## config.mk

```make
export PLATFORM = sky130hd
export DESIGN_NAME = pmtc_ram
export DESIGN_NICKNAME = d
export VERILOG_FILES = /design/src/pmtc_ram.sv
export SDC_FILE = /design/constraint.sdc
export NUM_CORES = 1
export LEC_CHECK = 0
export BUFFER_PORTS_ARGS = -buffer_cell sky130_fd_sc_hd__buf_2
export CAP_MARGIN = 30
export CORE_MARGIN = 2
export CORE_UTILIZATION = 44
export DETAILED_ROUTE_END_ITERATION = 8
export PLACE_DENSITY = 0.72
export SYNTH_ARGS = -nofsm -noshare
export SYNTH_HDL_FRONTEND = slang
export SYNTH_SLANG_ARGS = --single-unit
```

## constraint.sdc

```tcl
create_clock -name clk -period 1.9 [get_ports clk]
set_input_delay 0.19 -clock clk [delete_from_list [all_inputs] [get_ports clk]]
set_output_delay 0.19 -clock clk [all_outputs]
set_load 0.01 [all_outputs]
```

## src/pmtc_ram.sv

```systemverilog
// generic ram with one write port and one registered read port
// no dependencies
`timescale 1ns / 1ps
module pmtc_ram #(
  parameter int WIDTH = 8,
  parameter int DEPTH = 16
) (
  input  logic                     clk,
  input  logic                     we,
  input  logic [$clog2(DEPTH)-1:0] waddr,
  input  logic [WIDTH-1:0]         wdata,
  input  logic [$clog2(DEPTH)-1:0] raddr,
  output logic [WIDTH-1:0]         rdata
);
  logic [WIDTH-1:0] mem [DEPTH];
  always_ff @(posedge clk) begin
    if (we) mem[waddr] <= wdata;
    rdata <= mem[raddr];
  end
endmodule

```

After elaboration in Yosys (flattened, before gate mapping)
Memories as Yosys holds them, arrays and structs flattened. A register that Yosys moved wholly into a read port is not among the register bits.
Cells that the tools add are included.
{"block": "totals", "regBits": 0, "ramBits": 128, "output_inout_bits": 8, "word_cells": 3, "n_memories": 1}
{"name": "mem", "words": 16, "word_bits": 8, "read_ports": 1, "rd_ports_with_merged_regs": 1, "write_ports": 1, "line": "15", "source": "logic [WIDTH-1:0] mem [DEPTH];"}
{"block": "op_classes", "muxes": 2}
{"cell": "two-way mux 1 bit", "n": 2}

Logic depth before layout (Yosys ltp)
Gate-level depths: netlist of the first run.
{"block": "logic_depth", "ltp_word": 2, "depth_mapped": 5, "mapped_depth_nobuf": 3}

Worst setup path after synthesis of the first run
No wires, ideal clock.
{"block": "synth_path", "path_type": "in2reg", "from": "input port waddr[2]", "to": "memory mem[0][0] (enable)", "setup_ns": 0.383, "arrival_ns": 1.300, "required_ns": 1.517, "path_slack_ns": 0.217, "cell_stages": 2, "path_cell_list": "or3b_2 nor3_1"}
{"item": "start: declaration", "line": "10", "source": "input logic [$clog2(DEPTH)-1:0] waddr,"}
{"item": "end: declaration", "line": "15"}
Straight into the memory's write port.

==> results of run 1 <==
[synth_stat cells (3+ instances only)]
cell,n
edfxtp_1,128
mux4_2,18
a22oi_1,16
mux4_1,14
nor2_1,13
nand2_1,9
dfxtp_1,8
nor3_1,4
buf_2,3
buf_6,3
clkdlybuf4s25_2,3
[flip-flops by register name, indices dropped and copies added (netlist names)]
signal,flops
mem,128
rdata,8
[final cells by class]
class	instances	area [um^2]	area share
Sequential cell	136	4004	0.6572
Multi-Input combinational cell	83	1057	0.1735
Clock buffer	19	432.9	0.07106
Timing Repair Buffer	46	295.3	0.04847
Tap cell	143	178.9	0.02937
Clock inverter	13	123.9	0.02033
[cell families after synthesis]
family / after synthesis / synth area share
compound gates: 16 / 0.02334
buf+inv: 10 / 0.01677
flops: 136 / 0.7778
mux: 32 / 0.1502
simple gates: 35 / 0.03184
[power groups by stage]
stage | Sequential [W] | Combinational, W | Clock (W)
floorplan | 0.00344 | 0.000170 | 0
global placement | 0.00344 | 0.000302 | 0
detailed placement | 0.00344 | 0.000310 | 0
CTS | 0.00338 | 0.000311 | 0.00306
global route | 0.00338 | 0.000334 | 0.00320
finish | 0.00338 | 0.000305 | 0.00302
[worst reg2reg max path, delay by kind of cell (launching register included)]
family          cells  cell delay [ns]
mux                 1             0.49
flops               1             0.38
compound gates      1             0.26
simple gates        1             0.07
[cell usage in the layout (no fill, tap or decap)]
cell	instances
a22oi_1	16
and2_1	1
and2b_1	1
buf_12	1
buf_2	25
buf_4	20
bufinv_16	1
clkbuf_1	2
clkbuf_16	17
clkinv_2	1
clkinv_4	2
clkinvlp_4	6
dfxtp_1	8
edfxtp_1	128
inv_6	3
mux4_1	14
mux4_2	18
nand2_1	9
nand2b_1	2
nand3_1	1
nand3b_1	2
nor2_1	13
nor2b_1	1
nor3_1	4
or3b_2	1
[layer usage]
layer	up-vias	track usage	share of wire
met5	-	0	0
met4	0	0.05610	0.0077
met3	7	0.05076	0.057
met2	58	0.2510	0.53
met1	1223	0.1963	0.41
li1	1083	-	-
[per-stage QoR]
step | util | instances | power (W) | cell area [um^2]
floorplan | - | 229 | 0.003610 | 5147
global placement | 0.4848 | 408 | 0.003737 | 5535
detailed placement | 0.4848 | 408 | 0.003749 | 5535
CTS | 0.5335 | 440 | 0.006752 | 6092
global route | 0.5335 | 440 | 0.006915 | 6092
finish | 0.5335 | 440 | 0.006704 | 6092
[worst paths after layout]
path | endpoint | startpoint | slack, ns | cells past startpoint
min | mem[7][4] | wdata[4] | 0.17 | 1
max | rdata[6] | mem[11][6] | 0.59 | 3
max reg2reg | rdata[6] | mem[11][6] | 0.59 | 3
min reg2reg | rdata[7] | mem[14][7] | 0.68 | 3
==> results.toml, run 1 <==
[placed_design]
io_buffers = 25
gp_congestion = 0.7287
pre_cts_ws_ns = 0.2831
post-dp-hpwl_um = 5896

[critical_path]
worst_ep_arrival_time_ns = 1.60
path_cells = "mux4_2, a22oi_1, nand2_1"
crit_slowest_cell = "mux4_2"
setup.worst_path.end_class = "register"
crit_path_max_incr_delay_ns = 0.49
path_class = "reg2reg"
worstSetupStartpointType = "register"
required_ns = 2.18
path_max_fanout = 1
crit_family = "multiplexers"
crit_buf_inv = 0

[synthesis]
synth_area_leaders = "edfxtp_1, mux4_2, mux4_1, dfxtp_1, a22oi_1"
async_flop_share = 0
synth_seq_cells = 136
synth_edf_count = 128
netlist_area_um2 = 5147
ys_seq_area_frac = 0.7778
synthCells = 229
synthFlopType = "edfxtp_1"
synth_top_area_cell = "edfxtp_1"
synth_warnings = 0
netlist.area_leader.share = 0.7467
syn_nets = 247
syn_area_per_cell_um2 = 22.48
post_synth_num_cell_types = 19

[clock_network]
cts_made_buffers = 17
h-tree-depth = 4
cts_tree = "built"
clock_sinks = 136
cts.reportedPaths.clkPinSlew_ns = 0.06
post_cts_buffers = 0
cts_hold_buf = 0
cts_buffer_depth = 2
cts_root_buf = "clkbuf_16"
clkLatencyLatePin_ns = 0.40
ctsResizeCount = 0

[final_layout]
area_growth_pct = 18.35
final_nets = 302
drive_gt1_frac = 0.3199
fillerInstances = 860
n_antenna_cell = 0

[grt]
grt_overflow = 0
gr-usage-all-layers = 0.1543
grt_pass1_vias = 2537
grt_pass1_wl_um = 14030
antenna_found_initial = 0
grt_max_degree = 33

[timing]
rsz0062_at_grt = "false"
min_period_ns = 1.313
hold_violations = 0
fin_crit_sh = 0.6911
timing.hold.ws_ns = 0.1684
max_freq_mhz = 761.5
max-slew-margin-rel = 0.7212
drv_slew = 0
setup_violations = 0
fin_ws_ns = 0.5868
worst-slew-pin-transition_ns = 0.4182
fin_setup_tns_ns = 0
finClkSkew_ns = 0.008419

[run]
maxCapViolCount = 0

[run_status]
status = "completed"

[route]
drtIter0Drc = 135
viasPerCell = 5.389
ant_nets = 0
routedWlPerCell_um = 20.45
drc = 0
drt_pre_antenna_iters = 5
wl_um = 8998
vias = 2371

[pwr]
vdd_drop_max_mv = 0.5979
p_seq_frac = 0.504
leakage_nw = 2.062
clock_power_share = 0.451
comb_power_share = 0.045
p_sw_frac = 0.2096
switching_power_w = 0.001405
p_per_area_nw_per_um2 = 1100
power.internal_w = 0.005299

[floorplanning]
dieArea_um2 = 12580
initial_core_util = 0.4508
io_pins = 26
chipWidth_um = 112.2
rows = 39
die_h_um = 112.2
design.core.area_um2 = 11420

[worst_hold_path]
hold_path_class = "in2reg"
Power figures use the tool's default switching activity.
==> inputs of run 2 (changes only) <==
--- a/config.mk
+++ b/config.mk
@@ -10,7 +10,7 @@
 export CORE_MARGIN = 2
 export CORE_UTILIZATION = 44
 export DETAILED_ROUTE_END_ITERATION = 8
-export PLACE_DENSITY = 0.72
+export PLACE_DENSITY = 0.75
 export SYNTH_ARGS = -nofsm -noshare
 export SYNTH_HDL_FRONTEND = slang
 export SYNTH_SLANG_ARGS = --single-unit
==> constraint.sdc (replaced) <==
create_clock -name clk -period 1.16 [get_ports clk]
set_input_delay 0.116 -clock clk [delete_from_list [all_inputs] [get_ports clk]]
set_output_delay 0.116 -clock clk [all_outputs]
set_load 0.01 [all_outputs]
==> results.toml, run 2 (synthesized netlist as in run 1, its figures left out) <==
[timing]
rsz0062_at_grt = "true"
hold_violations = 0
finClkSkew_ns = 0.008132
timing.hold.ws_ns = 0.09641
min_period_ns = 1.275
max-slew-margin-rel = 0.3500
drv_slew = 0
fin_setup_tns_ns = -0.7013
fin_ws_ns = -0.1155
max_freq_mhz = 784.0
worst-slew-pin-transition_ns = 0.9714
fin_crit_sh = 1.100
setup_violations = 8

[final_layout]
stdcell_count = 451
final_nets = 313
fillerInstances = 862
fin_util = 0.5510
seq_area_um2 = 4004
final_cell_mix = "edfxtp_1, mux4_2, buf_4"
top_register = "mem"
drive_gt1_frac = 0.4221
largest_reg_flops = 128
top_regs = "mem x128, rdata x8"
multi_input_area_um2 = 1089
n_antenna_cell = 0
final_common_cell = "edfxtp_1"
area_growth_pct = 22.22

[clock_network]
cts_buffer_depth = 2
cts_root_buf = "clkbuf_16"
cts_tree = "built"
clkLatencyLatePin_ns = 0.40
clock_sinks = 136
h-tree-depth = 4
cts.reportedPaths.clkPinSlew_ns = 0.06
cts_made_buffers = 17
cts_hold_buf = 0

[pwr]
vdd_drop_max_mv = 1.255
leakage_nw = 2.123
p_per_area_nw_per_um2 = 1794

[run]
maxCapViolCount = 0

[floorplanning]
chipWidth_um = 112.2
rows = 39
design.core.area_um2 = 11420
dieArea_um2 = 12580
initial_core_util = 0.4508
io_pins = 26
die_h_um = 112.2

[grt]
grt_pass1_vias = 2634
grt_pass1_wl_um = 15530
gr-usage-all-layers = 0.1758
grt_max_degree = 17
antenna_found_initial = 0
grt_overflow = 0

[critical_path]
crit_family = "multiplexers"
rrSetupSlack_ns = -0.12
crit_buf_inv = 0
path_class = "reg2reg"
timing.rr.start = "mem[11][5]"
path_max_fanout = 1
worstSetupStartpointType = "register"
reg2regPathDepth = 3
crit_path_max_incr_delay_ns = 0.48
endpoint = "rdata[5]"
r2r-end = "rdata[5]"
crit_path_start = "mem[11][5]"
path_depth = 3
worst_ep_arrival_time_ns = 1.56
setup.worst_path.end_class = "register"
crit_slowest_cell = "mux4_2"
required_ns = 1.44
path_cells = "mux4_2, a22oi_2, nand2_1"

[route]
drtIter0Drc = 286
vias = 2473
routedWlPerCell_um = 22.53
drt_pre_antenna_iters = 4
viasPerCell = 5.483
wl_um = 10160
ant_nets = 0
drc = 0

[placed_design]
pre_cts_ws_ns = -0.3794
gp_congestion = 0.8469
placed_cells = 419
post-dp-hpwl_um = 6586
io_buffers = 25

[run_status]
status = "complete, but fails checks"
violations = "negative setup slack"

[worst_hold_path]
hold_path_class = "in2reg"
==> run 2: cell count changes in the layout (fill, tap and decap cells not counted), moves of 5 or more <==
cell / before / now
a22oi_2: 0 / 8
buf_12: 1 / 6
mux4_1: 14 / 2
a22oi_1: 16 / 8
buf_4: 20 / 26
mux4_2: 18 / 30
==> run 2: worst min-delay path by stage <==
stage                        start  depth (start not counted)  slack, ns          to
after floorplan           wdata[0]                          0       0.21   mem[0][0]
after global placement    wdata[6]                          1       0.50   mem[6][6]
after detailed placement  rdata[7]                          1       0.51    rdata[7]
after CTS                 wdata[2]                          1       0.08   mem[3][2]
after global routing      wdata[2]                          1       0.09   mem[2][2]
final                     wdata[3]                          1        0.1  mem[15][3]
==> run 2: stage by stage <==
| stage | power [W] | cell area, um^2 |
|---|---|---|
| 6_report | 0.01128 | 6291 |
| 5_1_grt | 0.01166 | 6291 |
| 4_1_cts | 0.01136 | 6286 |
| 3_5_place_dp | 0.006216 | 5675 |
| 3_3_place_gp | 0.006191 | 5675 |
| 2_1_floorplan | 0.005943 | 5176 |
==> run 2: per-layer routing <==
layer / part of all wire / vias up / global-route usage
li1: - / 1098 / -
met1: 0.41 / 1270 / 0.2322
met2: 0.49 / 94 / 0.2743
met3: 0.086 / 11 / 0.06317
met4: 0.012 / 0 / 0.06016
met5: 0 / - / 0
==> run 2: cell type report <==
| class | count | area share |
|---|---|---|
| Sequential cell | 136 | 0.6364 |
| Multi-Input combinational cell | 83 | 0.1730 |
| Timing Repair Buffer | 57 | 0.07001 |
| Clock buffer | 24 | 0.07657 |
| Tap cell | 143 | 0.02844 |
| Clock inverter | 8 | 0.01551 |
==> run 2: timing repair <==
| action | in CTS | in global routing |
|---|---|---|
| resized for setup | 8 | 1 |
| setup endpoints to repair | 8 | 8 |
| setup buffers | 0 | 0 |
| pin swaps | 7 | 1 |
==> run 2: where the power goes <==
group	switching [W]	leakage, nW	internal [W]
clock	0.00183	0.278	0.00332
sequential	0.0000363	1.22	0.00550
combinational	0.000324	0.621	0.000272
==> inputs of run 3 (changes only) <==
--- a/config.mk
+++ b/config.mk
@@ -10,7 +10,7 @@
 export CORE_MARGIN = 2
 export CORE_UTILIZATION = 44
 export DETAILED_ROUTE_END_ITERATION = 8
-export PLACE_DENSITY = 0.75
+export PLACE_DENSITY = 0.62
 export SYNTH_ARGS = -nofsm -noshare
 export SYNTH_HDL_FRONTEND = slang
 export SYNTH_SLANG_ARGS = --single-unit
==> results.toml, run 3 (synthesized netlist as in run 1, its figures left out) <==
[run_status]
status = "complete, but fails checks"
violations = "negative setup slack"

[grt]
grt_max_degree = 20
gr-usage-all-layers = 0.1707
grt_pass1_wl_um = 15320
grt_pass1_vias = 2662
grt_overflow = 0
antenna_found_initial = 0

[route]
drt_pre_antenna_iters = 6
drtIter0Drc = 172
vias = 2464
ant_nets = 0
drc = 0
viasPerCell = 5.368
routedWlPerCell_um = 21.56
wl_um = 9894

[clock_network]
cts.reportedPaths.clkPinSlew_ns = 0.06
h-tree-depth = 4
clkLatencyLatePin_ns = 0.41
cts_tree = "built"
cts_root_buf = "clkbuf_16"
clock_sinks = 136
cts_buffer_depth = 2
cts_made_buffers = 17

[placed_design]
pre_cts_ws_ns = -0.4144
io_buffers = 25
gp_congestion = 0.7456
post-dp-hpwl_um = 6671

[floorplanning]
design.core.area_um2 = 11420
chipWidth_um = 112.2
die_h_um = 112.2
dieArea_um2 = 12580
rows = 39
initial_core_util = 0.4508
io_pins = 26

[final_layout]
fillerInstances = 882
drive_gt1_frac = 0.4557
area_growth_pct = 23.41
top_register = "mem"
top_regs = "mem x128, rdata x8"
largest_reg_flops = 128
final_cell_mix = "edfxtp_1, buf_4, mux4_2"
final_nets = 321
final_common_cell = "edfxtp_1"
n_antenna_cell = 0

[timing]
finClkSkew_ns = 0.007525
worst-slew-pin-transition_ns = 0.9680
fin_crit_sh = 1.116
min_period_ns = 1.295
hold_violations = 0
max_freq_mhz = 772.4
max-slew-margin-rel = 0.3534
rsz0062_at_grt = "true"
fin_ws_ns = -0.1347
drv_slew = 0
setup_violations = 8

[critical_path]
path_max_fanout = 1
worstSetupStartpointType = "register"
path_class = "reg2reg"
worst_ep_arrival_time_ns = 1.59
rrSetupSlack_ns = -0.13
setup.worst_path.end_class = "register"
required_ns = 1.46

[pwr]
total_power_w = 0.01127
vdd_drop_max_mv = 1.024
p_per_area_nw_per_um2 = 1775
leakage_nw = 2.160

[worst_hold_path]
hold_path_class = "in2reg"

[run]
maxCapViolCount = 0
run 3: cell types whose count changed in the layout (fill, tap and decap cells not counted):
cell,before,now
buf_4,26,35
a22oi_1,8,4
a22oi_2,8,12
clkinv_2,2,4
buf_12,6,5
clkbuf_1,4,3
clkinv_4,1,0
mux4_1,2,1
mux4_2,30,31
run 3: routing by layer:
| layer | vias up | wire (um) | track usage |
|---|---|---|---|
| li1 | 1107 | - | - |
| met5 | - | 0 | 0 |
| met4 | 0 | 141 | 0.06341 |
| met1 | 1291 | 4258 | 0.2168 |
| met3 | 13 | 377 | 0.04968 |
| met2 | 53 | 5116 | 0.2819 |
run 3: layout make-up:
cell class | instances | area (um^2) | area share
Tap cell | 143 | 178.9 | 0.02817
Clock buffer | 23 | 478.0 | 0.07524
Clock inverter | 9 | 98.84 | 0.01556
Multi-Input combinational cell | 83 | 1105 | 0.1739
Sequential cell | 136 | 4004 | 0.6303
Timing Repair Buffer | 65 | 488.0 | 0.07682
run 3: report_power, final:
part	switching, W	internal, W
Combinational	0.000327	0.000282
Sequential	0.0000380	0.00550
Clock	0.00182	0.00331
run 3: worst paths after layout:
path,start,endpoint,cells past startpoint
max,mem[0][4],rdata[4],3
min,wdata[3],mem[3][3],1
max reg2reg,mem[0][4],rdata[4],3
min reg2reg,mem[14][2],rdata[2],3
run 3: worst max-delay path: stages, from the launching register on:
cell and delay [ns]:
edfxtp_1 0.38, mux4_2 0.47, a22oi_2 0.26, nand2_1 0.08
run 3: per-stage QoR:
step | std cells | util | cell area [um^2] | hold slack (ns) | TNS (ns)
floorplan | 229 | - | 5176 | 0.2149 | -0.6264
global placement | 427 | 0.5012 | 5723 | 0.5037 | -13.82
detailed placement | 427 | 0.5012 | 5723 | 0.5075 | -15.49
CTS | 459 | 0.5540 | 6326 | 0.07523 | -0.8685
global route | 459 | 0.5563 | 6352 | 0.08536 | -1.066
finish | 459 | 0.5563 | 6352 | 0.07876 | -0.6834
run 3: timing repair:
item,4_1_cts,5_1_grt
hold endpoints to repair,0,0
buffers inserted,0,0
endpoints found under the setup margin,8,8
pin swaps,2,3
hold buffers,0,0
resized for setup,7,7
